==> config.mk <==
export PLATFORM = sky130hd
export DESIGN_NAME = seven_segment_number_formatter_top
export DESIGN_NICKNAME = d
export VERILOG_FILES = /design/src/ssnf_pkg.sv /design/src/ssnf_ctrl.sv /design/src/ssnf_dp.sv /design/src/seven_segment_number_formatter_top.sv
export SDC_FILE = /design/constraint.sdc
export NUM_CORES = 2
export LEC_CHECK = 0
export CORE_MARGIN = 3
export CORE_UTILIZATION = 40
export CTS_CLUSTER_DIAMETER = 60
export DETAILED_ROUTE_END_ITERATION = 8
export DONT_BUFFER_PORTS = 1
export HOLD_SLACK_MARGIN = 0.06
export PLACE_DENSITY = 0.51
export RECOVER_POWER = 100
export SLEW_MARGIN = 30
export SYNTH_ARGS = -nofsm -noshare
export SYNTH_HDL_FRONTEND = slang
export SYNTH_MEMORY_MAX_BITS = 65536
export SYNTH_SLANG_ARGS = --single-unit
==> constraint.sdc <==
create_clock -name clock -period 8.26 [get_ports clock]
set_clock_uncertainty 0.05 [all_clocks]
set_input_delay 0.826 -clock clock [delete_from_list [all_inputs] [get_ports clock]]
set_output_delay 0.826 -clock clock [all_outputs]
set_load 0.03 [all_outputs]
==> src/ssnf_pkg.sv <==
// shared constants, command struct and lookup functions for the seven-segment formatter
`default_nettype none

package ssnf_pkg;

   localparam int MAX_DIGITS  = 8;
   localparam int FRAC_BITS   = 16;
   localparam int VALUE_W     = 48;
   localparam int INT_W       = VALUE_W - FRAC_BITS;
   localparam int POW_W       = 24;
   localparam int PROD_W      = FRAC_BITS + POW_W;
   localparam int IBCD_LEN    = 10;
   localparam int FBCD_LEN    = 8;
   localparam int CONV_STEPS  = INT_W;
   localparam int CNT_W       = $clog2(CONV_STEPS);
   localparam int USED_W      = 4;
   localparam int TOTAL_W     = 5;
   localparam int PLACES_W    = 3;
   localparam int GLYPH_W     = 5;

   localparam logic [PROD_W-1:0] ROUND_HALF = PROD_W'(1) << (FRAC_BITS - 1);

   localparam logic [7:0] SEG_BLANK = 8'h00;
   localparam logic [7:0] SEG_MINUS = 8'h40;
   localparam logic [7:0] SEG_DOT   = 8'h80;

   localparam logic [GLYPH_W-1:0] GLYPH_NONE = 5'd16;

   typedef logic [IBCD_LEN-1:0][3:0]    ibcd_type;
   typedef logic [FBCD_LEN-1:0][3:0]    fbcd_type;
   typedef logic [MAX_DIGITS-1:0][7:0]  seg_row_type;

   typedef struct packed {
      logic load;
      logic mul;
      logic adj;
      logic shift;
      logic fmt;
   } ssnf_cmd_type;

   function automatic logic [POW_W-1:0] pow10_of(input logic [PLACES_W-1:0] p);
      logic [POW_W-1:0] r;
      case (p)
         3'd0: r = 24'd1;
         3'd1: r = 24'd10;
         3'd2: r = 24'd100;
         3'd3: r = 24'd1000;
         3'd4: r = 24'd10000;
         3'd5: r = 24'd100000;
         3'd6: r = 24'd1000000;
         3'd7: r = 24'd10000000;
         default: r = 24'd1;
      endcase
      return r;
   endfunction

   // hex digits, then none/minus/top c/degree; other codes blank
   function automatic logic [7:0] glyph_seg(input logic [GLYPH_W-1:0] g);
      logic [7:0] s;
      case (g)
         5'd0:  s = 8'h3F;
         5'd1:  s = 8'h06;
         5'd2:  s = 8'h5B;
         5'd3:  s = 8'h4F;
         5'd4:  s = 8'h66;
         5'd5:  s = 8'h6D;
         5'd6:  s = 8'h7D;
         5'd7:  s = 8'h07;
         5'd8:  s = 8'h7F;
         5'd9:  s = 8'h6F;
         5'd10: s = 8'h77;
         5'd11: s = 8'h7C;
         5'd12: s = 8'h39;
         5'd13: s = 8'h5E;
         5'd14: s = 8'h79;
         5'd15: s = 8'h71;
         5'd17: s = 8'h40;
         5'd18: s = 8'h61;
         5'd19: s = 8'h63;
         default: s = SEG_BLANK;
      endcase
      return s;
   endfunction

endpackage

`default_nettype wire

==> src/ssnf_ctrl.sv <==
// sequencing state machine and result handshake for the seven-segment formatter
`default_nettype none

module ssnf_ctrl
   import ssnf_pkg::*;
(
   input  wire logic   clock,
   input  wire logic   reset,
   input  wire logic   req_valid,
   output logic        req_ready,
   output logic        rsp_valid,
   input  wire logic   rsp_ready,
   output ssnf_cmd_type cmd
);

   typedef enum logic [4:0] {
      S_IDLE = 5'b00001,
      S_MUL  = 5'b00010,
      S_ADJ  = 5'b00100,
      S_CONV = 5'b01000,
      S_FMT  = 5'b10000
   } state_type;

   state_type        state_ff, state_in;
   logic [CNT_W-1:0] step_ff, step_in;
   logic             rsp_valid_ff, rsp_valid_in;

   always_comb begin
      state_in  = state_ff;
      step_in   = step_ff;
      req_ready = 1'b0;
      cmd       = '0;
      case (state_ff)
         S_IDLE: begin
            req_ready = 1'b1;
            if (req_valid) begin
               cmd.load = 1'b1;
               state_in = S_MUL;
            end
         end
         S_MUL: begin
            cmd.mul  = 1'b1;
            state_in = S_ADJ;
         end
         S_ADJ: begin
            cmd.adj  = 1'b1;
            step_in  = '0;
            state_in = S_CONV;
         end
         S_CONV: begin
            cmd.shift = 1'b1;
            step_in   = step_ff + CNT_W'(1);
            if (step_ff == CNT_W'(CONV_STEPS - 1)) begin
               state_in = S_FMT;
            end
         end
         S_FMT: begin
            // wait for the output register to free up
            if (!rsp_valid_ff || rsp_ready) begin
               cmd.fmt  = 1'b1;
               state_in = S_IDLE;
            end
         end
         default: begin
            state_in = S_IDLE;
         end
      endcase
   end

   always_comb begin
      if (cmd.fmt) begin
         rsp_valid_in = 1'b1;
      end else if (rsp_ready) begin
         rsp_valid_in = 1'b0;
      end else begin
         rsp_valid_in = rsp_valid_ff;
      end
   end

   always_ff @(posedge clock) begin
      if (reset) begin
         state_ff     <= S_IDLE;
         step_ff      <= '0;
         rsp_valid_ff <= 1'b0;
      end else begin
         state_ff     <= state_in;
         step_ff      <= step_in;
         rsp_valid_ff <= rsp_valid_in;
      end
   end

   assign rsp_valid = rsp_valid_ff;

endmodule

`default_nettype wire

==> src/ssnf_dp.sv <==
// datapath: magnitude split, fraction rounding, shift-add bcd conversion and layout
`default_nettype none

module ssnf_dp
   import ssnf_pkg::*;
(
   input  wire logic                 clock,
   input  wire logic                 reset,
   input  wire ssnf_cmd_type         cmd,
   input  wire logic signed [VALUE_W-1:0] req_value,
   input  wire logic [PLACES_W-1:0]  req_frac_places,
   input  wire logic [GLYPH_W-1:0]   req_glyph,
   input  wire logic                 csr_wr_en,
   input  wire logic [USED_W-1:0]    csr_wr_data,
   output seg_row_type               seg,
   output logic                      overflow
);

   // add 3 to every digit of 5 or more, then shift left with b coming in
   function automatic ibcd_type dd_step(input ibcd_type bcd, input logic b);
      ibcd_type              adj;
      logic [4*IBCD_LEN-1:0] flat;
      for (int k = 0; k < IBCD_LEN; k++) begin
         adj[k] = (bcd[k] >= 4'd5) ? bcd[k] + 4'd3 : bcd[k];
      end
      flat = adj;
      return {flat[4*IBCD_LEN-2:0], b};
   endfunction

   logic [USED_W-1:0]   digit_count_ff;
   logic [USED_W-1:0]   used_ff, used_in;
   logic [PLACES_W-1:0] places_ff, places_in;
   logic [GLYPH_W-1:0]  glyph_ff, glyph_in;
   logic                has_glyph_ff, has_glyph_in;
   logic                neg_ff, neg_in;
   logic [INT_W-1:0]    ipart_ff, ipart_in;
   logic [FRAC_BITS-1:0] fpart_ff, fpart_in;
   logic [POW_W-1:0]    pow10_ff, pow10_in;
   logic [POW_W-1:0]    fdig_ff, fdig_in;
   logic [INT_W-1:0]    int_sr_ff, int_sr_in;
   logic [INT_W-1:0]    frac_sr_ff, frac_sr_in;
   ibcd_type            int_bcd_ff, int_bcd_in;
   fbcd_type            frac_bcd_ff, frac_bcd_in;
   seg_row_type         seg_ff, seg_in;
   logic                ovf_ff, ovf_in;

   logic [VALUE_W-1:0]  raw;
   logic [VALUE_W-1:0]  mag;
   logic [USED_W-1:0]   used_now;
   logic                has_glyph_now;
   logic [USED_W-1:0]   lim;
   logic [PROD_W-1:0]   prod;
   logic                carry;
   ibcd_type            frac_wide;
   ibcd_type            frac_step;
   logic [USED_W-1:0]   ndig;
   logic [TOTAL_W-1:0]  total;
   logic                ovf_now;

   // configuration register
   always_ff @(posedge clock) begin
      if (reset) begin
         digit_count_ff <= USED_W'(MAX_DIGITS);
      end else if (csr_wr_en) begin
         digit_count_ff <= csr_wr_data;
      end
   end

   // item load: clamp counts, take magnitude apart
   always_comb begin
      raw = req_value;
      mag = raw[VALUE_W-1] ? (~raw + VALUE_W'(1)) : raw;
      if (digit_count_ff == '0) begin
         used_now = USED_W'(1);
      end else if (digit_count_ff > USED_W'(MAX_DIGITS)) begin
         used_now = USED_W'(MAX_DIGITS);
      end else begin
         used_now = digit_count_ff;
      end
      has_glyph_now = (req_glyph != GLYPH_NONE);
      if (used_now - USED_W'(1) >= USED_W'(has_glyph_now)) begin
         lim = used_now - USED_W'(1) - USED_W'(has_glyph_now);
      end else begin
         lim = '0;
      end
   end

   // fraction scaling and rounding
   always_comb begin
      prod  = PROD_W'(fpart_ff) * PROD_W'(pow10_ff) + ROUND_HALF;
      carry = (fdig_ff >= pow10_ff);
      frac_wide = {{(4 * (IBCD_LEN - FBCD_LEN)){1'b0}}, frac_bcd_ff};
      frac_step = dd_step(frac_wide, frac_sr_ff[INT_W-1]);
   end

   // layout of the finished digits
   always_comb begin
      logic [USED_W-1:0] r;
      logic [USED_W-1:0] rf;
      logic [USED_W-1:0] ri;
      logic [7:0]        s;
      ndig = USED_W'(1);
      for (int k = 0; k < IBCD_LEN; k++) begin
         if (int_bcd_ff[k] != 4'd0) begin
            ndig = USED_W'(k + 1);
         end
      end
      total = TOTAL_W'(ndig) + TOTAL_W'(places_ff) + TOTAL_W'(neg_ff)
            + TOTAL_W'(has_glyph_ff);
      ovf_now = (total > TOTAL_W'(used_ff));
      for (int p = 0; p < MAX_DIGITS; p++) begin
         s  = SEG_BLANK;
         r  = '0;
         rf = '0;
         ri = '0;
         if (USED_W'(p) < used_ff) begin
            if (ovf_now) begin
               s = SEG_MINUS;
            end else begin
               // count positions from the right edge
               r = used_ff - USED_W'(p) - USED_W'(1);
               if (has_glyph_ff && (r == '0)) begin
                  s = glyph_seg(glyph_ff);
               end else begin
                  rf = r - USED_W'(has_glyph_ff);
                  if (rf < USED_W'(places_ff)) begin
                     s = glyph_seg(GLYPH_W'(frac_bcd_ff[rf[PLACES_W-1:0]]));
                  end else begin
                     ri = rf - USED_W'(places_ff);
                     if (ri < ndig) begin
                        s = glyph_seg(GLYPH_W'(int_bcd_ff[ri]));
                        if ((ri == '0) && (places_ff != '0)) begin
                           s = s | SEG_DOT;
                        end
                     end else if ((ri == ndig) && neg_ff) begin
                        s = SEG_MINUS;
                     end
                  end
               end
            end
         end
         seg_in[p] = s;
      end
      ovf_in = ovf_now;
      if (!cmd.fmt) begin
         seg_in = seg_ff;
         ovf_in = ovf_ff;
      end
   end

   always_comb begin
      used_in      = used_ff;
      places_in    = places_ff;
      glyph_in     = glyph_ff;
      has_glyph_in = has_glyph_ff;
      neg_in       = neg_ff;
      ipart_in     = ipart_ff;
      fpart_in     = fpart_ff;
      pow10_in     = pow10_ff;
      fdig_in      = fdig_ff;
      int_sr_in    = int_sr_ff;
      frac_sr_in   = frac_sr_ff;
      int_bcd_in   = int_bcd_ff;
      frac_bcd_in  = frac_bcd_ff;
      if (cmd.load) begin
         used_in      = used_now;
         places_in    = ({1'b0, req_frac_places} > lim) ? lim[PLACES_W-1:0]
                                                        : req_frac_places;
         glyph_in     = req_glyph;
         has_glyph_in = has_glyph_now;
         neg_in       = raw[VALUE_W-1];
         ipart_in     = mag[VALUE_W-1:FRAC_BITS];
         fpart_in     = mag[FRAC_BITS-1:0];
         pow10_in     = pow10_of(places_in);
      end
      if (cmd.mul) begin
         fdig_in = prod[PROD_W-1:FRAC_BITS];
      end
      if (cmd.adj) begin
         // rounding carry moves into the integer part
         int_sr_in   = ipart_ff + INT_W'(carry);
         frac_sr_in  = INT_W'(carry ? fdig_ff - pow10_ff : fdig_ff);
         int_bcd_in  = '0;
         frac_bcd_in = '0;
      end
      if (cmd.shift) begin
         int_sr_in   = {int_sr_ff[INT_W-2:0], 1'b0};
         frac_sr_in  = {frac_sr_ff[INT_W-2:0], 1'b0};
         int_bcd_in  = dd_step(int_bcd_ff, int_sr_ff[INT_W-1]);
         frac_bcd_in = frac_step[FBCD_LEN-1:0];
      end
   end

   always_ff @(posedge clock) begin
      used_ff      <= used_in;
      places_ff    <= places_in;
      glyph_ff     <= glyph_in;
      has_glyph_ff <= has_glyph_in;
      neg_ff       <= neg_in;
      ipart_ff     <= ipart_in;
      fpart_ff     <= fpart_in;
      pow10_ff     <= pow10_in;
      fdig_ff      <= fdig_in;
      int_sr_ff    <= int_sr_in;
      frac_sr_ff   <= frac_sr_in;
      int_bcd_ff   <= int_bcd_in;
      frac_bcd_ff  <= frac_bcd_in;
      seg_ff       <= seg_in;
      ovf_ff       <= ovf_in;
   end

   assign seg      = seg_ff;
   assign overflow = ovf_ff;

endmodule

`default_nettype wire

==> src/seven_segment_number_formatter_top.sv <==
// top level of the seven-segment number formatter
// an accepted word goes through the mul, adj, conv and fmt states, then sets rsp_valid
// a new word is taken only back in idle, after the 32-step shift-add bcd conversion
// the output register holds a finished word while the next one is being converted
// reset: synchronous, active high; clears the state machine and rsp_valid, sets digit_count to 8
`default_nettype none

module seven_segment_number_formatter_top
   import ssnf_pkg::*;
(
   input  wire logic                      clock,
   input  wire logic                      reset,
   input  wire logic                      req_valid,
   output logic                           req_ready,
   input  wire logic signed [VALUE_W-1:0] req_value,
   input  wire logic [PLACES_W-1:0]       req_frac_places,
   input  wire logic [GLYPH_W-1:0]        req_glyph,
   output logic                           rsp_valid,
   input  wire logic                      rsp_ready,
   output logic [7:0]                     rsp_seg0,
   output logic [7:0]                     rsp_seg1,
   output logic [7:0]                     rsp_seg2,
   output logic [7:0]                     rsp_seg3,
   output logic [7:0]                     rsp_seg4,
   output logic [7:0]                     rsp_seg5,
   output logic [7:0]                     rsp_seg6,
   output logic [7:0]                     rsp_seg7,
   output logic                           rsp_overflow,
   input  wire logic                      csr_wr_en,
   input  wire logic [USED_W-1:0]         csr_wr_data
);

   ssnf_cmd_type cmd;
   seg_row_type  seg;

   ssnf_ctrl u_ctrl (
      .clock     (clock),
      .reset     (reset),
      .req_valid (req_valid),
      .req_ready (req_ready),
      .rsp_valid (rsp_valid),
      .rsp_ready (rsp_ready),
      .cmd       (cmd)
   );

   ssnf_dp u_dp (
      .clock           (clock),
      .reset           (reset),
      .cmd             (cmd),
      .req_value       (req_value),
      .req_frac_places (req_frac_places),
      .req_glyph       (req_glyph),
      .csr_wr_en       (csr_wr_en),
      .csr_wr_data     (csr_wr_data),
      .seg             (seg),
      .overflow        (rsp_overflow)
   );

   assign rsp_seg0 = seg[0];
   assign rsp_seg1 = seg[1];
   assign rsp_seg2 = seg[2];
   assign rsp_seg3 = seg[3];
   assign rsp_seg4 = seg[4];
   assign rsp_seg5 = seg[5];
   assign rsp_seg6 = seg[6];
   assign rsp_seg7 = seg[7];

endmodule

`default_nettype wire

Word level (Yosys, flattened, before mapping)
Memory sizes are Yosys's and may differ from the RTL's. A register that Yosys moved wholly into a read port is not among the register bits.
Cells that the tools add are included.
Widths: inputs -> output; s select.
{"block": "totals", "elab_cells": 436, "regBits": 326, "input_bits": 65, "mem_bits_ro": 3752, "mem_count": 25}
{"block": "classes", "n_lt_le_gt_ge": 63, "n_addsub": 58, "muxes": 144, "bitwise": 9, "n_eq_ne": 18, "n_reduce_logical": 65, "mul": 1}
{"memory": "(no name shown)", "words": 32, "width": 7, "rd": 1, "rd_ports_with_merged_regs": 1, "wr": 0, "line_no": "ssnf_pkg.sv:60", "rtl": "case (g)"}
{"memory": "(no name shown)", "words": 32, "width": 7, "rd": 1, "rd_ports_with_merged_regs": 1, "wr": 0, "line_no": "ssnf_pkg.sv:60"}
{"memory": "(no name shown)", "words": 32, "width": 7, "rd": 1, "rd_ports_with_merged_regs": 1, "wr": 0, "line_no": "ssnf_pkg.sv:60"}
{"memory": "(no name shown)", "words": 32, "width": 7, "rd": 1, "rd_ports_with_merged_regs": 1, "wr": 0, "line_no": "ssnf_pkg.sv:60"}
{"memory": "(no name shown)", "words": 32, "width": 7, "rd": 1, "rd_ports_with_merged_regs": 1, "wr": 0, "line_no": "ssnf_pkg.sv:60"}
{"memory": "(no name shown)", "words": 32, "width": 7, "rd": 1, "rd_ports_with_merged_regs": 1, "wr": 0, "line_no": "ssnf_pkg.sv:60"}
{"memory": "19 more memories"}
{"operator": "$mux 8", "n": 32}
{"operator": "$mux 32", "n": 7}
{"operator": "$mux 4", "n": 38}
{"operator": "$bmux 4 s4", "n": 8}
{"operator": "$mux 7", "n": 16}
{"operator": "$bmux 4 s3", "n": 8}
{"operator": "$mux 40", "n": 2}
{"operator": "$ge 4x3->1 const B", "n": 18}
{"operator": "$logic_not 4->1", "n": 17}
{"operator": "$add 4x2->4 const B", "n": 16}
{"operator": "$mux 5", "n": 11}
{"operator": "$add 48x1->48 const B", "n": 1}
{"operator": "$not 48->48", "n": 1}
{"operator": "$mux 47", "n": 1}
{"operator": "$add 40x16->40 const B", "n": 1}
{"operator": "$lt 4x5->1 const B", "n": 8}
{"operator": "$mul 16x24->40", "n": 1}
{"operator": "$reduce_bool 4->1", "n": 9}
{"operator": "$sub 4x1->4", "n": 9}
{"operator": "$sub 4x1->4 const B", "n": 9}
{"operator": "$add 32x1->32", "n": 1}
{"operator": "$eq 4x4->1", "n": 8}
{"operator": "$lt 3x4->1 const B", "n": 8}
{"operator": "$lt 4x3->1", "n": 8}
{"operator": "38 further kinds", "n": 120}

Longest topological paths before layout
{"block": "logic_depth", "depth_word": 17, "ltp_mapped": 24}

Cells and area by module
A second synthesis with hierarchy kept.
{"block": "unflattened", "hier_cells": 4033, "area_unflattened_um2": 38257.9}
{"module": "ssnf_dp", "n_inst": 1, "cells_each": 3947, "area_each_um2": 37546.0, "seq_area_each_um2": 9298.9}
{"module": "ssnf_ctrl", "n_inst": 1, "cells_each": 86, "area_each_um2": 711.9, "seq_area_each_um2": 220.2}

Least setup slack after synthesis
No wires, ideal clock.
{"block": "synth_path", "path_type": "register -> register", "startpoint": "register u_dp.pow10_ff[18]", "endpoint": "register u_dp.fdig_ff[14], data pin", "setup_slack_ns": 1.976, "setup_time_ns": 0.258, "t_arrival_ns": 5.976, "stages_incl_launch_ff": 23, "required_time_ns": 7.952, "path_cell_list": "edfxtp_1 > clkbuf_1 > nand2_1 > fa_1 > inv_1 > fa_1 > inv_1 > fa_1 > inv_1 > fa_1 > fa_1 > inv_1 > fa_1 > inv_1 > ha_1 > a31oi_1 > o221a_2 > o21bai_1 > a31o_2 > a31o_2 > o41a_1 > a21oi_1 > xnor2_1"}
{"block": "synth_via", "elab_chain_len": 2}
{"element": "start, declared", "line_no": "ssnf_dp.sv:38", "rtl": "logic [POW_W-1:0] pow10_ff, pow10_in;"}
{"element": "$mul 16x24->40", "line_no": "ssnf_dp.sv:90", "rtl": "prod = PROD_W'(fpart_ff) * PROD_W'(pow10_ff) + ROUND_HALF;"}
{"element": "$add 40x16->40", "line_no": "ssnf_dp.sv:90"}
{"element": "named net u_dp.prod[30]", "line_no": "ssnf_dp.sv:52", "rtl": "logic [PROD_W-1:0] prod;"}
{"element": "end signal, assigned", "line_no": "ssnf_dp.sv:203", "rtl": "fdig_ff <= fdig_in;"}
{"element": "end, declared", "line_no": "ssnf_dp.sv:39", "rtl": "logic [POW_W-1:0] fdig_ff, fdig_in;"}
The timed path passes the listed nets, and every way through them passes these cells.
A chain may end at the register's enable or synchronous reset.

Worst setup path after layout
{"block": "layout_path", "startpoint": "register u_dp.int_bcd_ff[4] (netlist name)", "endpoint": "register u_dp.seg_ff, in the netlist u_dp.seg[55], data pin"}
{"block": "layout_via", "elab_chain_len": 15, "word_cells_on_any_way": 19, "cone_classes": "3 x add/sub; 2 x order compare; 12 x mux; 2 x reduce/logical"}
{"element": "start, declared", "line_no": "ssnf_dp.sv:42", "rtl": "ibcd_type int_bcd_ff, int_bcd_in;"}
{"element": "start signal, assigned", "line_no": "ssnf_dp.sv:206", "rtl": "int_bcd_ff <= int_bcd_in;"}
{"element": "$reduce_bool 4->1 *", "line_no": "ssnf_dp.sv:104", "rtl": "if (int_bcd_ff[k] != 4'd0) begin"}
{"element": "$mux 2 * (2 in series)", "line_no": "ssnf_dp.sv:104"}
{"element": "$mux 3 * (4 in series)", "line_no": "ssnf_dp.sv:104"}
{"element": "$mux 4 * (3 in series)", "line_no": "ssnf_dp.sv:104"}
{"element": "$add 4x3->5", "line_no": "ssnf_dp.sv:108", "rtl": "total = TOTAL_W'(ndig) + TOTAL_W'(places_ff) + TOTAL_W'(neg_ff)"}
{"element": "$add 5x1->5", "line_no": "ssnf_dp.sv:108"}
{"element": "$add 5x1->5", "line_no": "ssnf_dp.sv:109", "rtl": "+ TOTAL_W'(has_glyph_ff);"}
{"element": "$gt 5x4->1", "line_no": "ssnf_dp.sv:110", "rtl": "ovf_now = (total > TOTAL_W'(used_ff));"}
{"element": "$reduce_or 2->1 (no source line)"}
{"element": "end signal, assigned", "line_no": "ssnf_dp.sv:208", "rtl": "seg_ff <= seg_in;"}
{"element": "end, declared", "line_no": "ssnf_dp.sv:44", "rtl": "seg_row_type seg_ff, seg_in;"}
Mark *: on every way between the ends. The rest lies on a longest branch, timed or not.

==> results.md <==
- Mapped Cells: 4006
- Port bufs: 0
- Final nets: 4657
- Routed WL: 107000 um
- Seq/Total Area, Yosys: 25.2%
- Register area: 0.00952 mm^2
- Die height: 313 um
- Total GRT Usage: 21.6%
- Vias in the first global route: 27700
- Post-synth EDFFs: 301
- Min Clock Period, post-route: 7.19 ns
- Vias per inst: 5.40
- Critical path startpoint category: flop
- Mapped Area: 0.0378 mm^2
- Via count: 28200
- Achievable Freq: 139 MHz
- Max_cap viols: 6
- Clock Pin Slew Worst Setup and Hold Paths: 0.06 ns
- Final setup fails: 0
- Hold Path Class: input port to flop
- Post-CTS Hold Fix Bufs: 0
- Global-route wire length before repair: 166000 um
- Setup TNS: 0 ns
- Die width: 313 um
- PostCTS Resize Cnt: 0
- Yosys cell types: 99
- Routed wire length per instance: 20.5 um
- Starting Density: 40.4%
- GPL Wtd Cong: 0.910
- Pre-antenna DRT Iters: 5
- Violated checks: max-capacitance violations, max-slew violations
- Root Buffer: clkbuf_16
- TritonCTS clock tree: done
- CP Max Fanout: 8
- Status: finished, violations left
- Layout cells sized above 1: 7.22%
- Max-slew violation count: 292
- Fraction of registers with async set/reset: 0%
- Syn Nets: 4730
- Synthesis Warnings: 0
- Clock Sinks: 325
- Fillers: 9226
- Largest net degree at the start of global routing: 74
- DRC violations left: 0
- Synth Register Bits: 325
- WP data arrival: 7.51 ns
- Setup Fix Bufs, Post-CTS: 0
- Htree depth: 2
- RSZ-0062 raised after global routing: no
- Multi-input combinational cell area: 0.0256 mm^2
- Total gr overflow: 0
- Inserted Clock Buffers: 50
- Violation count after the first detailed-route iteration: 2016
- CP Class: flop to flop
- Post-DP HPWL: 84400 um
- Most common flop cell mapped by yosys: edfxtp_1
- Placeable Area: 0.0935 mm^2
- Clock Path Buffers: 3
- Min Hold Slack: 0.212 ns
- I/O pin total: 132
- Final worst-path cycle share: 87.1%
- Slew headroom: -156%
- Initial antenna violation count: 2
- Final hold vios: 0
- Worst Max-Slew Pin Slew: 3.84 ns
- FP Rows: 112
- Worst setup EP type: flop
- Clk_lat worst skew: 0.65 ns
- Critical path required time: 8.57 ns
- Syn_area_per_cell: 9.43 um^2
- Layout area overhead: 7.35%
- Antenna viol nets, final: 0
- DIE AREA: 0.0982 mm^2
## final timing paths
kind,startpoint,endpoint,slack (ns),cells after the start
min reg2reg,u_dp.int_sr_ff[0],u_dp.int_sr_ff[0],0.44,1
max reg2reg,u_dp.int_bcd_ff[4],u_dp.seg[55],1.07,21
max,u_dp.int_bcd_ff[4],u_dp.seg[55],1.07,21
min,reset,u_ctrl.rsp_valid,0.21,1
## cells in the final DEF, fill, tap and decap left out, drive strengths merged, types with 24 or more instances in the layout
| cell type | n |
|---|---|
| nor2 | 276 |
| nor2b | 30 |
| mux2i | 126 |
| a211oi | 44 |
| nand2 | 380 |
| ha | 391 |
| o21a | 29 |
| nand2b | 46 |
| and2 | 164 |
| nand3 | 64 |
| a21o | 40 |
| xnor2 | 112 |
| and3 | 24 |
| fa | 268 |
| clkbuf | 68 |
| inv | 563 |
| dfxtp | 24 |
| o21ai | 177 |
| mux4 | 62 |
| nor3 | 79 |
| a21oi | 185 |
| edfxtp | 301 |
| xor2 | 72 |
| mux2 | 57 |
## sequential cells by signal, summed over array words and instances (netlist names), 5 cells and up, named ones only
register and flops:
u_dp.fpart_ff 16, u_dp.fdig_ff 24, u_dp.pow10_ff 16, u_ctrl.state_ff 5
u_ctrl.step_ff 5, u_dp.int_bcd_ff 40, u_dp.glyph_ff 5, u_dp.int_sr_ff 32
u_dp.frac_bcd_ff 32, u_dp.seg 64, u_dp.ipart_ff 32, u_dp.frac_sr_ff 32
## area by class of cell
| class | instances | area share, % |
|---|---|---|
| Sequential cell | 325 | 23.5 |
| Inverter | 554 | 5.14 |
| Timing Repair Buffer | 28 | 0.453 |
| Clock buffer | 60 | 3.18 |
| Tap cell | 1254 | 3.87 |
| Clock inverter | 32 | 0.814 |
| Multi-Input combinational cell | 2974 | 63.1 |
| Antenna cell | 1 | 0.00617 |
## per-layer routing
layer  vias up  track usage, %  wire length, um
met1     13800            29.8            48700
met3       151            3.13             5140
met4         2            5.69             3000
li1      13600               -                -
met2       635            35.8            50100
met5         -               0               19
## synth_stat cells (10+ instances only)
| cell type | instances | area, um^2 |
|---|---|---|
| a211oi_1 | 43 | 323 |
| o21ai_0 | 171 | 856 |
| xor2_1 | 69 | 604 |
| a221oi_1 | 12 | 105 |
| a21o_1 | 40 | 300 |
| nor4_1 | 14 | 87.6 |
| mux2i_1 | 123 | 1230 |
| nor2_1 | 274 | 1030 |
| buf_2 | 20 | 100 |
| edfxtp_1 | 301 | 9040 |
| or4_1 | 10 | 75.1 |
| o22ai_1 | 14 | 87.6 |
| nor2b_1 | 30 | 188 |
| nor3_1 | 79 | 395 |
| nand2b_1 | 46 | 288 |
| or2_2 | 19 | 119 |
| mux4_2 | 62 | 1400 |
| nand4_1 | 21 | 131 |
| and2_1 | 164 | 1030 |
| and3_1 | 24 | 150 |
| dfxtp_1 | 24 | 480 |
| a211o_1 | 11 | 96.3 |
| ha_1 | 391 | 4890 |
| o211ai_1 | 19 | 143 |
| xnor2_1 | 106 | 928 |
| buf_1 | 11 | 41.3 |
| nand2_1 | 379 | 1420 |
| inv_1 | 551 | 2070 |
| o221ai_1 | 21 | 184 |
| nand3_1 | 64 | 320 |
| mux2_2 | 57 | 642 |
| or3_1 | 18 | 113 |
| o21a_1 | 29 | 218 |
| a21oi_1 | 184 | 921 |
| clkbuf_1 | 114 | 428 |
| nor3b_1 | 10 | 75.1 |
| fa_1 | 268 | 5370 |
| o31ai_1 | 18 | 135 |
| a22oi_1 | 11 | 82.6 |
| a31oi_1 | 21 | 131 |
## critical path, stage by stage (launching register included)
cell and delay, ns:
edfxtp_1 0.52, inv_1 0.15, ha_1 0.22, nor3b_1 0.34, o211ai_1 0.12, a31oi_1 0.19
o21ai_0 0.12, a21oi_1 0.58, fa_1 0.53, ha_1 0.23, fa_1 0.44, ha_1 0.30
nor2b_1 0.13, o21ai_0 0.14, nand2b_1 0.07, a21oi_1 0.16, a41o_1 0.11, and2_0 0.48
inv_1 0.14, nor2_1 0.60, o21ai_0 0.67, nor4_1 0.62
## per-stage QoR
stage / utilization (%) / std cells / setup slack (ns) / cell area (um^2)
detailed placement: 41.7 / 5135 / 1.08 / 39000
global route: 43.4 / 5227 / 0.468 / 40600
floorplan: - / 4006 / 1.98 / 37800
finish: 43.4 / 5228 / 1.07 / 40600
global placement: 41.7 / 5135 / 1.15 / 39000
CTS: 43.5 / 5227 / 1.07 / 40600
## cells by family (layout without fill, tap and decap cells)
| logic type | count (synthesis) | count (layout) | synth area share [%] |
|---|---|---|---|
| xor gates and xnor gates | 186 | 186 | 4.57 |
| and+or+nand+nor | 1182 | 1182 | 15.0 |
| DFF | 325 | 325 | 25.2 |
| other | 0 | 1 | 0 |
| adders and majority gates | 659 | 659 | 27.1 |
| muxes | 245 | 245 | 8.81 |
| AOI/OAI and AO/OA | 702 | 702 | 12.1 |
| buffers and inverters | 707 | 674 | 7.17 |
Power is not shown: default switching activity piles up to over one toggle a cycle in this logic, so the estimate is an artifact.
